===== src/rtl/wpls_pkg.sv =====
`timescale 1ns / 1ps

package wpls_pkg;

  localparam int CHAINS_DEFAULT      = 16;
  localparam int SLOTS_DEFAULT       = 8;
  localparam int SAMPLE_BITS_DEFAULT = 16;

  localparam int CHAIN_SEL_W = 4;
  localparam int GAIN_W      = 11;
  localparam int WIN_W       = 27;
  localparam int POS_W       = 32;
  localparam int SOURCE_W    = 31;
  localparam int SLOT_OUT_W  = 3;
  localparam int LEVEL_W     = 17;
  localparam int COUNT_W     = 32;
  localparam int STATUS_W    = 2;
  localparam int CFG_DATA_W  = 27;
  localparam int CFG_INDEX_W = 3;

  localparam int LEVEL_MAX   = 65536;
  localparam int DIV_BASE    = 1000;
  localparam int SAT_LIMIT   = (LEVEL_MAX + 1) * DIV_BASE;
  localparam int DIV_W       = 26;
  localparam int QUEUE_DEPTH = 2;

  typedef enum logic [CFG_INDEX_W-1:0] {
    REG_CHAIN_SELECT = 3'd0,
    REG_GAIN         = 3'd1,
    REG_OFFSET       = 3'd2,
    REG_DURATION     = 3'd3,
    REG_STEREO       = 3'd4
  } reg_index_t;

  typedef enum logic [STATUS_W-1:0] {
    ST_UPDATED = 2'd0,
    ST_TAKEN   = 2'd1,
    ST_DROPPED = 2'd2
  } status_t;

  typedef enum logic [1:0] {
    BK_IDLE,
    BK_DIV,
    BK_SCAN,
    BK_WRITE
  } bk_state_t;

  typedef struct packed {
    logic [CHAIN_SEL_W-1:0] chain_select;
    logic [GAIN_W-1:0]      gain_tenths_percent;
    logic [WIN_W-1:0]       win_offset;
    logic [WIN_W-1:0]       duration_samples;
    logic                   stereo;
  } cfg_t;

  localparam cfg_t CFG_RESET = '{
    chain_select:        '0,
    gain_tenths_percent: GAIN_W'(1000),
    win_offset:          '0,
    duration_samples:    '0,
    stereo:              1'b1
  };

endpackage


===== src/rtl/wpls_queue.sv =====
`timescale 1ns / 1ps

module wpls_queue #(
  parameter int W = 1
) (
  input  logic         clk,
  input  logic         rst,
  input  logic         push,
  input  logic [W-1:0] push_data,
  output logic         full,
  output logic         avail,
  input  logic         pop,
  output logic [W-1:0] pop_data
);

  localparam int DEPTH = wpls_pkg::QUEUE_DEPTH;
  localparam int PW    = $clog2(DEPTH);
  localparam int NW    = $clog2(DEPTH + 1);

  logic [W-1:0]  entries [DEPTH];
  logic [PW-1:0] wr_ptr;
  logic [PW-1:0] rd_ptr;
  logic [NW-1:0] count;

  assign full     = count == NW'(DEPTH);
  assign avail    = count != '0;
  assign pop_data = entries[rd_ptr];

  always_ff @(posedge clk) begin
    if (push) begin
      entries[wr_ptr] <= push_data;
    end
  end

  always_ff @(posedge clk) begin
    if (rst) begin
      wr_ptr <= '0;
      rd_ptr <= '0;
      count  <= '0;
    end else begin
      if (push) begin
        wr_ptr <= wr_ptr + 1'b1;
      end
      if (pop) begin
        rd_ptr <= rd_ptr + 1'b1;
      end
      if (push && !pop) begin
        count <= count + 1'b1;
      end else if (pop && !push) begin
        count <= count - 1'b1;
      end
    end
  end

  assert property (@(posedge clk) disable iff (rst) pop |-> avail)
    else $error("queue popped while empty");
  assert property (@(posedge clk) disable iff (rst) push |-> !full)
    else $error("queue pushed while full");

endmodule


===== config.mk =====
export PLATFORM = sky130hd
export DESIGN_NAME = wpls_queue
export DESIGN_NICKNAME = d
export VERILOG_FILES = /design/src/rtl/wpls_pkg.sv /design/src/rtl/wpls_queue.sv
export SDC_FILE = /design/constraint.sdc
export NUM_CORES = 1
export LEC_CHECK = 0
export BUFFER_PORTS_ARGS = -buffer_cell sky130_fd_sc_hd__buf_4
export CAP_MARGIN = 20
export CORE_AREA = 2 2 39 41
export DETAILED_ROUTE_END_ITERATION = 12
export DIE_AREA = 0 0 41 43
export GPL_ROUTABILITY_DRIVEN = 0
export PLACE_DENSITY = 0.37
export SYNTH_ARGS = -nofsm -noshare
export SYNTH_HDL_FRONTEND = slang
export SYNTH_SLANG_ARGS = --single-unit

===== constraint.sdc =====
create_clock -name clk -period 1.35 [get_ports clk]
set_input_delay 0.0675 -clock clk [delete_from_list [all_inputs] [get_ports clk]]
set_output_delay 0.0675 -clock clk [all_outputs]
set_load 0.02 [all_outputs]

After elaboration in Yosys (flattened, before gate mapping)
Memories as Yosys holds them, arrays and structs flattened. A register that Yosys moved wholly into a read port is not among the register bits.
Index checks and enable logic that the tools add are counted.
{ "totals": {"elab_cells": 21, "reg_bits": 4, "out_inout_bits": 3, "rom_bits": 0, "memories": 1, "latch_bits": 0, "ram_bits": 2} }
{ "memory_table": {"columns": ["memory", "depth", "word_bits", "read_ports", "rd_clocked_by_memory_dff", "write_ports", "line_no", "source"], "rows": [
  ["entries", 2, 1, 1, 1, 1, "wpls_queue.sv:20", "logic [W-1:0] entries [DEPTH];"]
]} }
{ "op_classes": {"reduce_logical": 6, "n_shift": 0, "bitwise": 0, "add_sub_neg": 4, "n_div": 0, "multipliers": 0, "n_mux": 6, "n_lt_le_gt_ge": 0, "n_eq_ne": 1} }
{ "op_table": {"columns": ["cell", "count"], "rows": [
  ["two-way mux 1 bit", 4],
  ["two-way mux 2 bit", 2],
  ["nonzero test 2 bit", 2],
  ["adder 1 bit, second input constant", 2],
  ["adder 2 x 1 -> 2 bit, second input constant", 1],
  ["== test 2 bit, second input constant", 1],
  ["logical AND 1 bit", 2],
  ["logical NOT 1 bit", 2],
  ["subtractor 2 x 1 -> 2 bit, second input constant", 1]
]} }

Longest topological paths before layout
Gate-level depths: netlist of the first run.
{ "logic_depth": {"word_depth": 4, "ltp_mapped": 5, "depth_no_buf": 5} }

Least setup slack after synthesis of the first run
No wires, ideal clock.
{ "synth_path": {"kind": "register to register", "start": "register count[0]", "end": "register count[1]", "slack_ns": 0.390, "path_stages_with_launch": 4, "t_arrival_ns": 0.890, "t_required_ns": 1.280, "path_buffers": 0, "cell_sequence": "dfxtp_1 xor2_1 or3_1 a21oi_1"} }
{ "synth_between": {"elab_chain_cells": 3, "word_cells_on_any_way": 4} }
{ "synth_lines": {"columns": ["element", "line_no", "source"], "rows": [
  ["start: declaration", "wpls_queue.sv:23", "logic [NW-1:0] count;"],
  ["start signal: assignment", "wpls_queue.sv:48", "count <= count + 1'b1;"],
  ["start signal: assignment", "wpls_queue.sv:50", "count <= count - 1'b1;"],
  ["subtractor 2 x 1 -> 2 bit", "wpls_queue.sv:50", null],
  ["two-way mux 2 bit", "wpls_queue.sv:49", "end else if (pop && !push) begin"],
  ["two-way mux 2 bit (*)", "wpls_queue.sv:47", "if (push && !pop) begin"]
]} }
Mark *: on every way between the ends. The rest lies on a longest branch, timed or not. The select of a mux whose other input is x is not followed.
A chain may end at the register's enable or synchronous reset.

==> results of run 1 <==
[power breakdown]
part           switching, W  internal, W
Combinational     0.0000509    0.0000606
Sequential        0.0000138     0.000239
Clock             0.0000760     0.000113
Total              0.000141     0.000413
[path summary, 6_finish.rpt]
kind,start,endpoint,slack (ns)
setup / recovery,register,pop_data,0.24
hold / removal,rst,wr_ptr,0.01
setup reg to reg,count[0],count[1],0.32
hold reg to reg,count[1],count[1],0.50
[metal layers]
metal,vias to the layer above,GRT usage,part of all wire
met2,4,0.0781,0.51
met5,-,0,0
met3,2,0.0314,0.053
met1,94,0.0621,0.41
met4,0,0.100,0.019
li1,104,-,-
[cells in the mapped netlist, drive strengths merged]
| cell type | n |
|---|---|
| o21ai | 1 |
| or2 | 1 |
| xnor2 | 2 |
| and2 | 1 |
| ha | 1 |
| and2b | 1 |
| nor2b | 1 |
| a21oi | 1 |
| inv | 1 |
| xor2 | 2 |
| nor2 | 4 |
| or3 | 1 |
| edfxtp | 2 |
| dfxtp | 5 |
| mux2 | 1 |
[cell families (layout without fill, tap and decap cells)]
kind of cell	after synthesis	in the layout	synth area share
simple gates	9	9	0.173
flops	7	7	0.569
xor+xnor	4	4	0.124
compound gates	2	2	0.0355
fa+ha+maj	1	1	0.0444
mux	1	1	0.0400
buf+inv	1	13	0.0133
[layout make-up]
cell class	instances	area, µm²	share of cell area
flip-flops and latches	7	160	0.410
repair buffers	8	62.6	0.160
well taps	16	20.0	0.0513
multi-input cells	17	118	0.301
clock buffers	4	26.3	0.0673
inverters	1	3.75	0.00962
[per-stage QoR]
step / cells / setup WS [ns]
after detailed placement: 48 / 0.255
after CTS: 53 / 0.224
after floorplan: 25 / 0.390
final: 53 / 0.242
after global routing: 53 / 0.213
after global placement: 48 / 0.285
[timing repair]
item,CTS,global route
setup buffers,0,0
hold endpoints to repair,2,0
hold buffers,1,0
gates resized for setup,0,0
[critical path, cell delays in order (launching register included)]
cell and delay (ns):
dfxtp_1 0.32, mux2_2 0.32, buf_4 0.15
==> results.sh, run 1 <==
export IMPL_slew_viol_final=0
export IMPL_grt_pass1_wl_um=662
export IMPL_grt_max_degree=6
export IMPL_io_pins=8
export IMPL_final_cell_mix="buf_4, dfxtp_1, nor2_1"
export IMPL_wl_um=432
export IMPL_ys_types=15
export IMPL_cts_tree="done"
export IMPL_ys_seq_elements=7
export IMPL_fin_skew_ns=0.00221
export IMPL_die_y_um=43
export IMPL_die_area_um2=1760
export IMPL_max_freq_ghz=0.902
export IMPL_worstSkewPairLatency_ns=0.25
export IMPL_setup_violations=0
export IMPL_ff2ff_path_depth=3
export IMPL_fp_dieW_um=41
export IMPL_synth_top_cell_by_area="dfxtp_1"
export IMPL_hp_class="in2reg"
export IMPL_drive_gt1_frac=0.351
export IMPL_critPathLaunchType="register"
export IMPL_dr_total_vias=204
export IMPL_power_density_nw_per_um2=1420
export IMPL_cts_buffers=3
export IMPL_gr_usage_all_layers=0.0656
export IMPL_synth_nets=31
export IMPL_clock_sinks=7
export IMPL_maxCapViolCount=0
export IMPL_tightest_slew_ns=0.187
export IMPL_max_vdd_ir_drop_mv=0.396
export IMPL_rows=14
export IMPL_synth_top_area_share=0.356
export IMPL_post_dp_cell_area_um2=354
export IMPL_final_common_cell="buf_4"
export IMPL_areaGrowthSynthToFinish_pct=38.7
export IMPL_fin_crit_sh=0.821
export IMPL_grt_pass1_vias=174
export IMPL_drc=0
export IMPL_clkTransAtPathRegs_ns=0.05
export IMPL_worst_ep_required_time_ns=1.28
export IMPL_yosys_top_cells_area="dfxtp_1, edfxtp_1, xnor2_1, xor2_1, nor2_1"
export IMPL_whs_path_depth=2
export IMPL_critPathKind="reg2out"
export IMPL_ys_warn_count=0
export IMPL_setup_tns_ns=0
export IMPL_wl_per_cell_um=8.15
export IMPL_ys_seq_area_frac=0.569
export IMPL_dpl_hpwl_um=342
export IMPL_drt_iter0_markers=1
export IMPL_crit_path_max_fanout=1
export IMPL_design_area_um2=390
export IMPL_syn_inst=25
export IMPL_gr_total_overflow=0
export IMPL_nets=44
export IMPL_coreArea_um2=1380
export IMPL_slew_headroom=0.874
export IMPL_viasPerCell=3.85
export IMPL_portBuffers=7
export IMPL_cts_root_buf="clkbuf_4"
export IMPL_total_power_w=0.000553
export IMPL_worstSetupEndpointType="output port"
export IMPL_min_period_ns=1.11
export IMPL_syn_avg_cell_area_um2=11.3
export IMPL_timing_hold_ws_ns=0.0129
export IMPL_initial_core_util=0.203
export IMPL_clk_path_buf_depth=2
export IMPL_dr_pass1_iters=4
export IMPL_post_route_util=0.282
export IMPL_insertedDiodeCount=0
export IMPL_fill_cells=150
export IMPL_syn_cell_area_um2=282
export IMPL_rsz0062_at_grt="no"
export IMPL_hold_violations=0
export IMPL_worstPathArrival_ns=1.04
export IMPL_cts_max_level=1
export IMPL_ant_nets=0
export IMPL_antenna_found_initial=0
export IMPL_status="completed"
export IMPL_p_leak_nw=0.173
Note: power is estimated with default switching activity, not from simulation.
==> inputs of run 2 (changes only) <==
Settings changed: PLACE_DENSITY 0.37 to 0.39.
Clock period 1.35 ns to 0.9 ns, I/O delays scaled along.
==> results.sh, run 2 (synthesis results as in run 1) <==
export IMPL_clkTransAtPathRegs_ns=0.05
export IMPL_fp_dieW_um=41
export IMPL_portBuffers=7
export IMPL_max_freq_ghz=0.918
export IMPL_maxUsedRoutingLayer="met4"
export IMPL_status="finished with violations"
export IMPL_drt_iter0_markers=0
export IMPL_design_area_um2=458
export IMPL_timing_rr_start="count[0]"
export IMPL_cts_tree="done"
export IMPL_fin_skew_ns=0.00271
export IMPL_endpoint="count[1]"
export IMPL_post_route_util=0.331
export IMPL_gr_total_overflow=0
export IMPL_fin_crit_sh=1.21
export IMPL_initial_core_util=0.203
export IMPL_rsz0062_at_grt="yes"
export IMPL_route_layer_met1_wl_um=172
export IMPL_maxCapViolCount=0
export IMPL_grt_max_degree=6
export IMPL_finalNonFillerCells=59
export IMPL_p_leak_nw=0.209
export IMPL_coreArea_um2=1380
export IMPL_nets=50
export IMPL_reg2reg_to="count[1]"
export IMPL_power_density_nw_per_um2=1980
export IMPL_worstSkewPairLatency_ns=0.25
export IMPL_setup_violations=4
export IMPL_gr_usage_all_layers=0.0850
export IMPL_worstHoldStart="pop"
export IMPL_critPathLaunchType="register"
export IMPL_tightest_slew_ns=0.173
export IMPL_dr_pass1_iters=1
export IMPL_hold_violations=0
export IMPL_placedCellCount=52
export IMPL_rows=14
export IMPL_viasPerCell=3.78
export IMPL_fill_cells=153
export IMPL_insertedDiodeCount=0
export IMPL_min_period_ns=1.09
export IMPL_met3_length_um=22
export IMPL_drive_gt1_frac=0.465
export IMPL_cts_buffers=3
export IMPL_drc=0
export IMPL_setup_slack_ns=-0.189
export IMPL_die_y_um=43
export IMPL_wl_met2_um=268
export IMPL_final_common_cell="buf_4"
export IMPL_crit_path_max_fanout=2
export IMPL_io_pins=8
export IMPL_dpl_hpwl_um=340
export IMPL_worstSetupEndpointType="register"
export IMPL_clock_sinks=7
export IMPL_timing_hold_ws_ns=0.139
export IMPL_worstSetupStartpoint="count[0]"
export IMPL_final_cell_mix="buf_4, nor2_1, clkbuf_4, dfxtp_1, buf_6"
export IMPL_worst_ep_required_time_ns=1.08
export IMPL_slew_headroom=0.884
export IMPL_post_dp_cell_area_um2=385
export IMPL_cts_max_level=1
export IMPL_clk_path_buf_depth=2
export IMPL_areaGrowthSynthToFinish_pct=62.7
export IMPL_slew_viol_final=0
export IMPL_die_area_um2=1760
export IMPL_cts_root_buf="clkbuf_4"
export IMPL_r2r_setup_slack_ns=-0.19
export IMPL_ant_nets=0
export IMPL_ff2ff_path_depth=4
export IMPL_pre_cts_slack_ns=-0.112
export IMPL_dr_total_vias=223
export IMPL_max_vdd_ir_drop_mv=0.525
export IMPL_grt_pass1_wl_um=890
export IMPL_worstPathArrival_ns=1.27
export IMPL_violations="setup timing"
export IMPL_wl_per_cell_um=8.15
export IMPL_wl_um=481
export IMPL_hp_class="in2reg"
export IMPL_grt_pass1_vias=234
export IMPL_antenna_found_initial=0
export IMPL_critPathKind="reg2reg"
[run 2: changes by cell type in the layout (fill, tap and decap cells not counted)]
cell,delta
buf_6,+3
buf_4,+2
dfxtp_1,-2
dfxtp_2,+2
dlygate4sd3_1,+1
mux2_2,-1
mux2_4,+1
or2_2,-1
or2_4,+1
[run 2: area by class of cell]
type / count / area [µm²] / share of cell area
inverters: 1 / 3.75 / 0.00820
clock buffers: 4 / 26.3 / 0.0574
well taps: 16 / 20.0 / 0.0437
repair buffers: 14 / 121 / 0.265
flip-flops and latches: 7 / 163 / 0.355
multi-input cells: 17 / 124 / 0.270
[run 2: what timing repair did]
item,4_1_cts,5_1_grt
gates resized for setup,6,0
hold buffers,2,0
endpoints found under the hold margin,7,0
setup endpoints to repair,4,4
setup buffers,1,0
pin swaps,0,0
[run 2: how the worst min path moves through the flow]
stage | cells past startpoint | to | slack (ns)
2_1_floorplan | 1 | count[0] | 0.11
3_3_place_gp | 1 | entries[0] | 0.23
3_5_place_dp | 1 | entries[0] | 0.23
4_1_cts | 4 | wr_ptr | 0.13
5_1_grt | 4 | wr_ptr | 0.16
6_report | 4 | register | 0.14
[run 2: report_power, final]
| part | switching, W | leakage [nW] | total, W | internal [W] |
|---|---|---|---|---|
| Combinational | 0.0000923 | 0.133 | 0.000235 | 0.000142 |
| Clock | 0.000121 | 0.0150 | 0.000291 | 0.000170 |
| Sequential | 0.0000183 | 0.0609 | 0.000380 | 0.000361 |
| Total | 0.000232 | 0.209 | 0.000905 | 0.000673 |
[run 2: routing by layer]
metal,vias to the layer above,GRT usage
li1,116,-
met1,100,0.0858
met2,5,0.106
met3,2,0.0314
met4,0,0.120
met5,-,0
[run 2: metrics by stage]
stage	power, W	setup TNS (ns)
CTS	0.000924	-0.748
detailed placement	0.000574	-0.112
global route	0.000955	-0.863
floorplan	0.000490	-0.0337
global placement	0.000570	-0.0743
finish	0.000905	-0.705
[run 2: critical path: stages, from the launching register on]
cell,delay [ns]
dfxtp_2,0.31
buf_4,0.12
xor2_1,0.15
or3_1,0.31
a21oi_1,0.13
