### config.mk
export PLATFORM = sky130hd
export DESIGN_NAME = wpls_front
export DESIGN_NICKNAME = d
export VERILOG_FILES = /design/src/rtl/wpls_pkg.sv /design/src/rtl/wpls_front.sv
export SDC_FILE = /design/constraint.sdc
export NUM_CORES = 1
export LEC_CHECK = 0
export ABC_AREA = 0
export BUFFER_PORTS_ARGS = -buffer_cell sky130_fd_sc_hd__buf_4
export CAP_MARGIN = 0
export CORE_ASPECT_RATIO = 0.75
export CORE_MARGIN = 1.5
export CORE_UTILIZATION = 41
export CTS_BUF_LIST = sky130_fd_sc_hd__clkbuf_8
export CTS_CLUSTER_SIZE = 16
export DETAILED_ROUTE_END_ITERATION = 12
export GPL_TIMING_DRIVEN = 0
export PLACE_DENSITY = 0.85
export SETUP_SLACK_MARGIN = 0.2
export SYNTH_ARGS = -nofsm -noshare
export SYNTH_HDL_FRONTEND = slang
export SYNTH_SLANG_ARGS = --single-unit
### constraint.sdc
create_clock -name clk -period 2.78 [get_ports clk]
set_input_delay 0.139 -clock clk [delete_from_list [all_inputs] [get_ports clk]]
set_output_delay 0.139 -clock clk [all_outputs]
set_load 0.01 [all_outputs]
### src/rtl/wpls_pkg.sv
`timescale 1ns / 1ps

package wpls_pkg;

  localparam int CHAINS_DEFAULT      = 16;
  localparam int SLOTS_DEFAULT       = 8;
  localparam int SAMPLE_BITS_DEFAULT = 16;

  localparam int CHAIN_SEL_W = 4;
  localparam int GAIN_W      = 11;
  localparam int WIN_W       = 27;
  localparam int POS_W       = 32;
  localparam int SOURCE_W    = 31;
  localparam int SLOT_OUT_W  = 3;
  localparam int LEVEL_W     = 17;
  localparam int COUNT_W     = 32;
  localparam int STATUS_W    = 2;
  localparam int CFG_DATA_W  = 27;
  localparam int CFG_INDEX_W = 3;

  localparam int LEVEL_MAX   = 65536;
  localparam int DIV_BASE    = 1000;
  localparam int SAT_LIMIT   = (LEVEL_MAX + 1) * DIV_BASE;
  localparam int DIV_W       = 26;
  localparam int QUEUE_DEPTH = 2;

  typedef enum logic [CFG_INDEX_W-1:0] {
    REG_CHAIN_SELECT = 3'd0,
    REG_GAIN         = 3'd1,
    REG_OFFSET       = 3'd2,
    REG_DURATION     = 3'd3,
    REG_STEREO       = 3'd4
  } reg_index_t;

  typedef enum logic [STATUS_W-1:0] {
    ST_UPDATED = 2'd0,
    ST_TAKEN   = 2'd1,
    ST_DROPPED = 2'd2
  } status_t;

  typedef enum logic [1:0] {
    BK_IDLE,
    BK_DIV,
    BK_SCAN,
    BK_WRITE
  } bk_state_t;

  typedef struct packed {
    logic [CHAIN_SEL_W-1:0] chain_select;
    logic [GAIN_W-1:0]      gain_tenths_percent;
    logic [WIN_W-1:0]       win_offset;
    logic [WIN_W-1:0]       duration_samples;
    logic                   stereo;
  } cfg_t;

  localparam cfg_t CFG_RESET = '{
    chain_select:        '0,
    gain_tenths_percent: GAIN_W'(1000),
    win_offset:          '0,
    duration_samples:    '0,
    stereo:              1'b1
  };

endpackage

### src/rtl/wpls_front.sv
`timescale 1ns / 1ps

module wpls_front #(
  parameter int CHAINS      = wpls_pkg::CHAINS_DEFAULT,
  parameter int SAMPLE_BITS = wpls_pkg::SAMPLE_BITS_DEFAULT,
  parameter int CW          = 1,
  parameter int EW          = 1
) (
  input  logic                               clk,
  input  logic                               rst,
  input  wpls_pkg::cfg_t                     cfg,
  input  logic                               in_valid,
  output logic                               in_ready,
  input  logic signed [SAMPLE_BITS-1:0]      sample_left,
  input  logic signed [SAMPLE_BITS-1:0]      sample_right,
  input  logic [wpls_pkg::POS_W-1:0]         sample_position,
  input  logic [wpls_pkg::SOURCE_W-1:0]      source_id,
  input  logic                               chunk_last,
  input  logic                               q_full,
  output logic                               push,
  output logic [EW-1:0]                      push_data
);

  logic [SAMPLE_BITS-1:0]      running_peak;
  logic                        any_in_window;
  logic [SAMPLE_BITS-1:0]      abs_l;
  logic [SAMPLE_BITS-1:0]      abs_r;
  logic [SAMPLE_BITS-1:0]      abs_max;
  logic [SAMPLE_BITS-1:0]      peak_c;
  logic                        any_c;
  logic [wpls_pkg::WIN_W:0]    win_hi;
  logic                        in_win;
  logic                        chain_ok;
  logic                        accept;

  assign in_ready = !q_full;
  assign accept   = in_valid && in_ready;

  always_comb begin
    abs_l   = sample_left[SAMPLE_BITS-1] ? SAMPLE_BITS'(~sample_left + 1'b1) : sample_left;
    abs_r   = sample_right[SAMPLE_BITS-1] ? SAMPLE_BITS'(~sample_right + 1'b1) : sample_right;
    abs_max = (cfg.stereo && abs_r > abs_l) ? abs_r : abs_l;
    win_hi  = {1'b0, cfg.win_offset} + {1'b0, cfg.duration_samples};
    in_win  = (wpls_pkg::POS_W'(cfg.win_offset) <= sample_position) &&
              (cfg.duration_samples == '0 ||
               sample_position < wpls_pkg::POS_W'(win_hi));
    peak_c  = (in_win && abs_max > running_peak) ? abs_max : running_peak;
    any_c   = any_in_window || in_win;
    chain_ok = 32'(cfg.chain_select) < 32'(CHAINS);
  end

  assign push      = accept && chunk_last && any_c && chain_ok;
  assign push_data = {peak_c, source_id, CW'(cfg.chain_select)};

  always_ff @(posedge clk) begin
    if (rst) begin
      running_peak  <= '0;
      any_in_window <= 1'b0;
    end else if (accept) begin
      if (chunk_last) begin
        running_peak  <= '0;
        any_in_window <= 1'b0;
      end else begin
        running_peak  <= peak_c;
        any_in_window <= any_c;
      end
    end
  end

endmodule

After elaboration in Yosys (flattened, before gate mapping)
Index checks and enable logic that the tools add are counted.
{ "classes": {"addsub": 1, "order_cmp": 2, "reduce_logical": 8, "n_mux": 1} }
{ "ops": {"columns": ["cell", "n"], "rows": [
  ["<= comparator 27 x 32 -> 1 bit", 1],
  ["< comparator 32 x 28 -> 1 bit", 1],
  ["adder 27 x 27 -> 28 bit", 1],
  ["zero test 27 bit", 1],
  ["logical AND 1 bit", 4],
  ["logical OR 1 bit", 2],
  ["zero test 1 bit", 1],
  ["two-way mux 1 bit", 1]
]} }
{ "totals": {"reg_bits": 1, "word_cells": 13, "output_inout_bits": 3, "inputBits": 170} }

Longest topological paths before layout
Gate-level depths: netlist of run 1.
{ "depth": {"ltp_word": 6, "ltp_mapped": 17, "mapped_depth_nobuf": 17} }

Least setup slack after synthesis of run 1
OpenSTA, ideal clock, no wires.
{ "synth_path": {"kind": "input to output", "from": "input port cfg[21] (netlist name)", "to": "output port push", "path_buffers": 1, "slack_ns": -0.233, "stages": 14, "arrival_time_ns": 2.874, "t_required_ns": 2.641, "path_cell_list": "ha_1 > buf_2 > o21a_1 > nor2b_1 > or3_1 > o32ai_1 > o21ba_2 > nor4_1 > a311oi_1 > ha_1 > nand4_1 > or4_1 > o211ai_2 > nor2_1"} }
{ "synth_via": {"elab_chain_len": 6} }
{ "synth_lines": {"columns": ["item", "line", "source"], "rows": [
  ["start, declared", "wpls_front.sv:11", "input wpls_pkg::cfg_t cfg,"],
  ["adder 27 x 27 -> 28 bit", "wpls_front.sv:43", "win_hi = {1'b0, cfg.win_offset} + {1'b0, cfg.duration_samples};"],
  ["< comparator 32 x 28 -> 1 bit", "wpls_front.sv:46", "sample_position < wpls_pkg::POS_W'(win_hi));"],
  ["logical OR 1 bit (*)", "wpls_front.sv:45", "(cfg.duration_samples == '0 ||"],
  ["logical AND 1 bit (*)", "wpls_front.sv:44", "in_win = (wpls_pkg::POS_W'(cfg.win_offset) <= sample_position) &&"],
  ["logical OR 1 bit (*)", "wpls_front.sv:48", "any_c = any_in_window || in_win;"],
  ["logical AND 1 bit (*)", "wpls_front.sv:52", "assign push = accept && chunk_last && any_c && chain_ok;"],
  ["end, declared", "wpls_front.sv:20", "output logic push,"]
]} }
Every way passes the cells marked *; elsewhere a longest branch is shown, timed or not.

Final worst setup path of run 1
{ "layout_path": {"from": "input port cfg[35] (netlist name)", "to": "output port push"} }
{ "layout_via": {"elab_chain_len": 6} }
{ "layout_lines": {"columns": ["item", "line"], "rows": [
  ["adder 27 x 27 -> 28 bit", "wpls_front.sv:43"],
  ["< comparator 32 x 28 -> 1 bit", "wpls_front.sv:46"],
  ["logical OR 1 bit", "wpls_front.sv:45"],
  ["logical AND 1 bit (*)", "wpls_front.sv:44"],
  ["logical OR 1 bit (*)", "wpls_front.sv:48"],
  ["logical AND 1 bit (*)", "wpls_front.sv:52"]
]} }
Marks and branches as above.

==> results of run 1 <==
[where the power goes]
part	switching [mW]	total, mW	internal, mW
combinational	0.492	0.969	0.477
clock	0	0	0
sequential	0.0000927	0.0148	0.0147
[final timing paths]
check | startpoint | end | slack, ps
setup / recovery | cfg[35] | push | -640
hold reg to reg | any_in_window | any_in_window | 590
setup reg to reg | any_in_window | any_in_window | 1180
hold / removal | rst | any_in_window | 320
[final cells by class]
class                      instances  share of cell area, %
tap                               84                   2.53
inverter                          35                   3.16
multi-input combinational        335                   72.7
sequential                         1                  0.481
buffer                             4                  0.902
timing repair buffer             109                   20.2
[critical path, stage by stage]
cell and delay, ps:
buf_4 130, ha_4 260, a21o_1 210, or3_4 360, o21ai_4 210, nand3_4 110
a21o_1 210, a21o_1 180, a221oi_2 230, ha_1 170, nand4_1 90, or4_1 530
o211ai_2 250, nor2_2 60, buf_4 140
[kinds of logic (layout without fill, tap and decap cells)]
| logic type | after synthesis | after routing | share of synthesized area [%] |
|---|---|---|---|
| compound gates | 116 | 116 | 28.5 |
| mux | 1 | 1 | 0.353 |
| flops | 1 | 1 | 0.705 |
| buf+inv | 39 | 148 | 5.34 |
| xor+xnor | 20 | 20 | 6.17 |
| fa+ha+maj | 82 | 82 | 36.4 |
| simple gates | 116 | 116 | 22.5 |
[routing by layer]
metal | up-vias | routed length [um] | track usage (%)
li1 | 1653 | - | -
met1 | 1592 | 4430 | 34.0
met2 | 154 | 4280 | 45.1
met3 | 16 | 640 | 1.02
met4 | 0 | 158 | 1.56
met5 | - | 0 | 0
[cells in the final DEF (no fill, tap or decap), drive strengths merged, types with 2 or more instances in the layout]
cell     instances
or3              3
a2111oi          3
ha              81
nor3            10
clkbuf           2
nor4            12
xnor2           10
o31ai            2
a31oi            5
o21bai           5
o21a             5
nand4           16
and2             3
a221o            2
a211oi           5
buf            111
nor2            20
a221oi           2
or4              2
nand2b           3
o21ai           17
inv             35
o211ai           4
a21oi           40
nand2           18
nor2b            6
and3             2
o31a             2
a22oi            2
nor4b            2
a21o            15
xor2            10
nand3           17
[what timing repair did]
action / in CTS / in global routing
resized for setup: 30 / 24
endpoints found under the setup margin: 2 / 2
pin swaps: 28 / 23
setup buffers: 13 / 3
==> impl_metrics.py, run 1 <==
metrics = {
    "status": {
        "outcome": "complete, but fails checks",
        "violations": "setup timing",
    },
    "hold_path": {
        "whs_path_depth": 2,
        "hp-class": "primary input to register",
    },
    "layout": {
        "finalNonFillerCells": 568,
        "regArea_um2": 20.0,
        "design_area_um2": 4160,
        "final_nets": 738,
        "utilization_pct": 61.5,
        "fill_cells": 543,
        "multi_input_comb_area_um2": 3030,
        "antenna_cells": 0,
        "syn_to_final_growth_pct": 46.6,
        "reg_top3": "any_in_window: 1 flops",
        "largest_register_ffs": 1,
        "top_register": "any_in_window",
        "drive_above_1_share_pct": 36.0,
    },
    "yosys": {
        "synthTopCellsByCount": "ha_1, a21oi_1, inv_1",
        "async_reset_ff_share_pct": 0,
        "synth_top_flop_cell": "dfxtp_1",
        "yosys_warnings": 0,
        "synth_nets": 627,
        "synthTopCellsByArea": "ha_1, a21oi_1, inv_1",
        "syn-mean-instance-area_um2": 7.57,
        "synth_edf_count": 0,
        "yosysSeqAreaShare_pct": 0.705,
        "synth_cells": 375,
        "synth_top_area_share_pct": 35.7,
        "synth.largest_area_cell": "ha_1",
        "ys_ff_latch": 1,
        "synth_most_common_cell": "ha_1",
        "netlist_area_um2": 2840,
        "ys_types": 60,
    },
    "placement": {
        "io_buffer_count": 93,
        "dpl_cell_area_um2": 3730,
        "dp_hpwl_um": 7600,
        "dp_cells": 552,
        "post-place-ws_ps": -748,
        "gp_congestion": 0.947,
    },
    "floorplanning": {
        "die-area_um2": 7430,
        "core_um2": 6770,
        "io_pins": 173,
        "fp.dieW_um": 99.1,
        "row_count": 26,
        "start_util_pct": 41.9,
        "die_h_um": 75.1,
    },
    "worst_setup_path": {
        "r2r_cells": 5,
        "start_kind": "primary input",
        "cp.required_ps": 2640,
        "cp-end-kind": "output port",
        "cp_data_arrival_time_ps": 3280,
        "crit_type": "primary input to output port",
        "cp_max_fo": 6,
    },
    "grt": {
        "grt_max_degree": 9,
        "antenna_found_initial": 0,
        "track_usage_pct": 24.6,
        "grt_overflow": 0,
        "grt_pass1_vias": 3249,
        "grt_pass1_wl_um": 15100,
    },
    "route": {
        "postRouteAntennaNets": 0,
        "drtIter0Drc": 187,
        "wl_per_cell_um": 16.7,
        "first_pass_iters": 5,
        "wirelength_um": 9510,
        "vias": 3415,
        "viasPerCell": 6.01,
        "drc": 0,
    },
    "pwr": {
        "p_total_uw": 984,
        "p_leak_nw": 1.96,
        "powerDensity_nw_per_um2": 237,
        "vdd_drop_max_mv": 0.107,
    },
    "timing": {
        "clock_skew_ps": 0,
        "post-route-period-util_pct": 123,
        "rsz0062_at_grt": "true",
        "relSlewSlack_pct": 41.9,
        "setup_viol": 2,
        "final.setup.tns_ps": -1240,
        "maxSlewViolCount": 0,
        "whs_ps": 319,
        "hold_viol": 0,
        "fin_crit_ps": 3420,
        "worst_pin_slew_ps": 849,
        "worst_slack_ps": -640,
        "fmax_mhz": 292,
    },
    "clock_network": {
        "clkTransAtPathRegs_ps": 0,
        "clkLatencyLatePin_ps": 0,
        "hold_buffers": 0,
    },
    "job": {
        "maxCapViolCount": 0,
    },
}
(Power assumes the default switching activity.)
==> inputs of run 2 (changes only) <==
Settings changed: PLACE_DENSITY 0.85 to 0.82.
Clock period 2.78 ns to 3.44 ns, I/O delays scaled along.
==> impl_metrics.py, run 2 (synthesis gave the netlist of run 1 again) <==
metrics = {
    "status": {
        "outcome": "complete, but fails checks",
        "violations": "setup timing",
    },
    "pwr": {
        "powerDensity_nw_per_um2": 193,
        "vdd_drop_max_mv": 0.0838,
        "p_leak_nw": 2.01,
    },
    "route": {
        "wl_per_cell_um": 17.0,
        "viasPerCell": 6.09,
        "drc": 0,
        "drtIter0Drc": 147,
        "wirelength_um": 9810,
        "vias": 3516,
        "first_pass_iters": 5,
        "postRouteAntennaNets": 0,
    },
    "timing": {
        "setup_viol": 2,
        "post-route-period-util_pct": 102,
        "hold_viol": 0,
        "worst_slack_ps": -81.3,
        "whs_ps": 351,
        "clock_skew_ps": 0,
        "maxSlewViolCount": 0,
        "fin_crit_ps": 3520,
        "fmax_mhz": 284,
        "worst_pin_slew_ps": 571,
        "relSlewSlack_pct": 60.9,
        "rsz0062_at_grt": "true",
    },
    "worst_setup_path": {
        "start_kind": "primary input",
        "cp_max_fo": 3,
        "timing.critical_path.cells": "buf_8 > ha_4 > inv_2 > fa_2 > nor2b_2 > o31a_1 > o21ai_2 > nand3_2 > buf_6 > a41oi_4 > o21ai_2 > xnor2_1 > ha_1 > nand4_1 > or4_4 > o211ai_4 > nor2_2 > buf_4",
        "critPathMaxStageDelay_ps": 550,
        "cp_data_arrival_time_ps": 3350,
        "cp.required_ps": 3270,
        "cpMostUsedCell": "o21ai_2",
        "cp_slowest_cell": "or4_4",
        "cp-end-kind": "output port",
        "crit_type": "primary input to output port",
    },
    "clock_network": {
        "clkTransAtPathRegs_ps": 0,
        "hold_buffers": 0,
        "clkLatencyLatePin_ps": 0,
    },
    "layout": {
        "layout_common_cells": "buf_4, ha_1, a21oi_1, inv_1, nor2_1",
        "utilization_pct": 61.4,
        "top_register": "any_in_window",
        "final_common_cell": "buf_4",
        "drive_above_1_share_pct": 36.1,
        "final_nets": 747,
        "fill_cells": 566,
        "reg_top3": "any_in_window: 1 flops",
        "finalNonFillerCells": 577,
        "antenna_cells": 0,
        "syn_to_final_growth_pct": 46.3,
        "largest_register_ffs": 1,
    },
    "floorplanning": {
        "die_h_um": 75.1,
        "fp.dieW_um": 99.1,
        "die-area_um2": 7430,
        "core_um2": 6770,
        "row_count": 26,
        "io_pins": 173,
        "start_util_pct": 41.9,
    },
    "grt": {
        "grt_max_degree": 9,
        "track_usage_pct": 24.9,
        "grt_overflow": 0,
        "antenna_found_initial": 0,
        "grt_pass1_wl_um": 15300,
        "grt_pass1_vias": 3414,
    },
    "job": {
        "maxCapViolCount": 0,
    },
    "placement": {
        "gp_congestion": 0.932,
        "io_buffer_count": 93,
        "post-place-ws_ps": -303,
        "dp_cells": 552,
        "dp_hpwl_um": 7690,
    },
    "hold_path": {
        "hp-class": "primary input to register",
    },
}
[run 2: worst max-delay path: cells and delay by family]
kind / cells / cell delay, ps
buffers and inverters: 4 / 460
AO/OA/AOI/OAI: 5 / 980
XOR/XNOR: 1 / 130
adder cells (fa/ha/maj): 3 / 660
AND/OR/NAND/NOR: 5 / 930
[run 2: layout make-up]
type	instances	area (um^2)	area share [%]
plain buffers	4	37.5	0.904
repair buffers	118	912	22.0
multi-input cells	335	2950	70.9
well taps	84	105	2.53
flip-flops and latches	1	20.0	0.482
inverters	35	131	3.16
[run 2: repair_timing]
action                                  4_1_cts  5_1_grt
endpoints found under the setup margin        2        2
pin swaps                                    32       23
gates resized for setup                      48       17
setup buffers                                22        3
[run 2: power breakdown]
part           internal, mW  switching [mW]  total (mW)
clock                     0               0           0
combinational         0.389           0.399       0.788
sequential           0.0119       0.0000586      0.0120
[run 2: metrics by stage]
stage | cell area, um^2 | total power, mW | TNS, ps
after global placement | 3640 | 0.616 | -137
after global routing | 4150 | 0.874 | -311
after detailed placement | 3640 | 0.644 | -393
after floorplan | 2840 | 0.437 | 0
final | 4150 | 0.800 | -93.3
after CTS | 4040 | 0.741 | -40.2
[run 2: final timing paths]
check / slack (ps) / end / start / depth (start not counted)
hold reg to reg: 620 / any_in_window / any_in_window / 2
setup / recovery: -80 / push / cfg[1] / 18
hold / removal: 350 / any_in_window / rst / 2
setup reg to reg: 1900 / any_in_window / any_in_window / 5
[run 2: metal layers]
layer | wire length [um] | track usage, % | vias to the layer above
li1 | - | - | 1678
met1 | 4310 | 33.0 | 1627
met2 | 4490 | 45.0 | 179
met3 | 745 | 1.76 | 32
met4 | 267 | 5.79 | 0
met5 | 0 | 0 | -
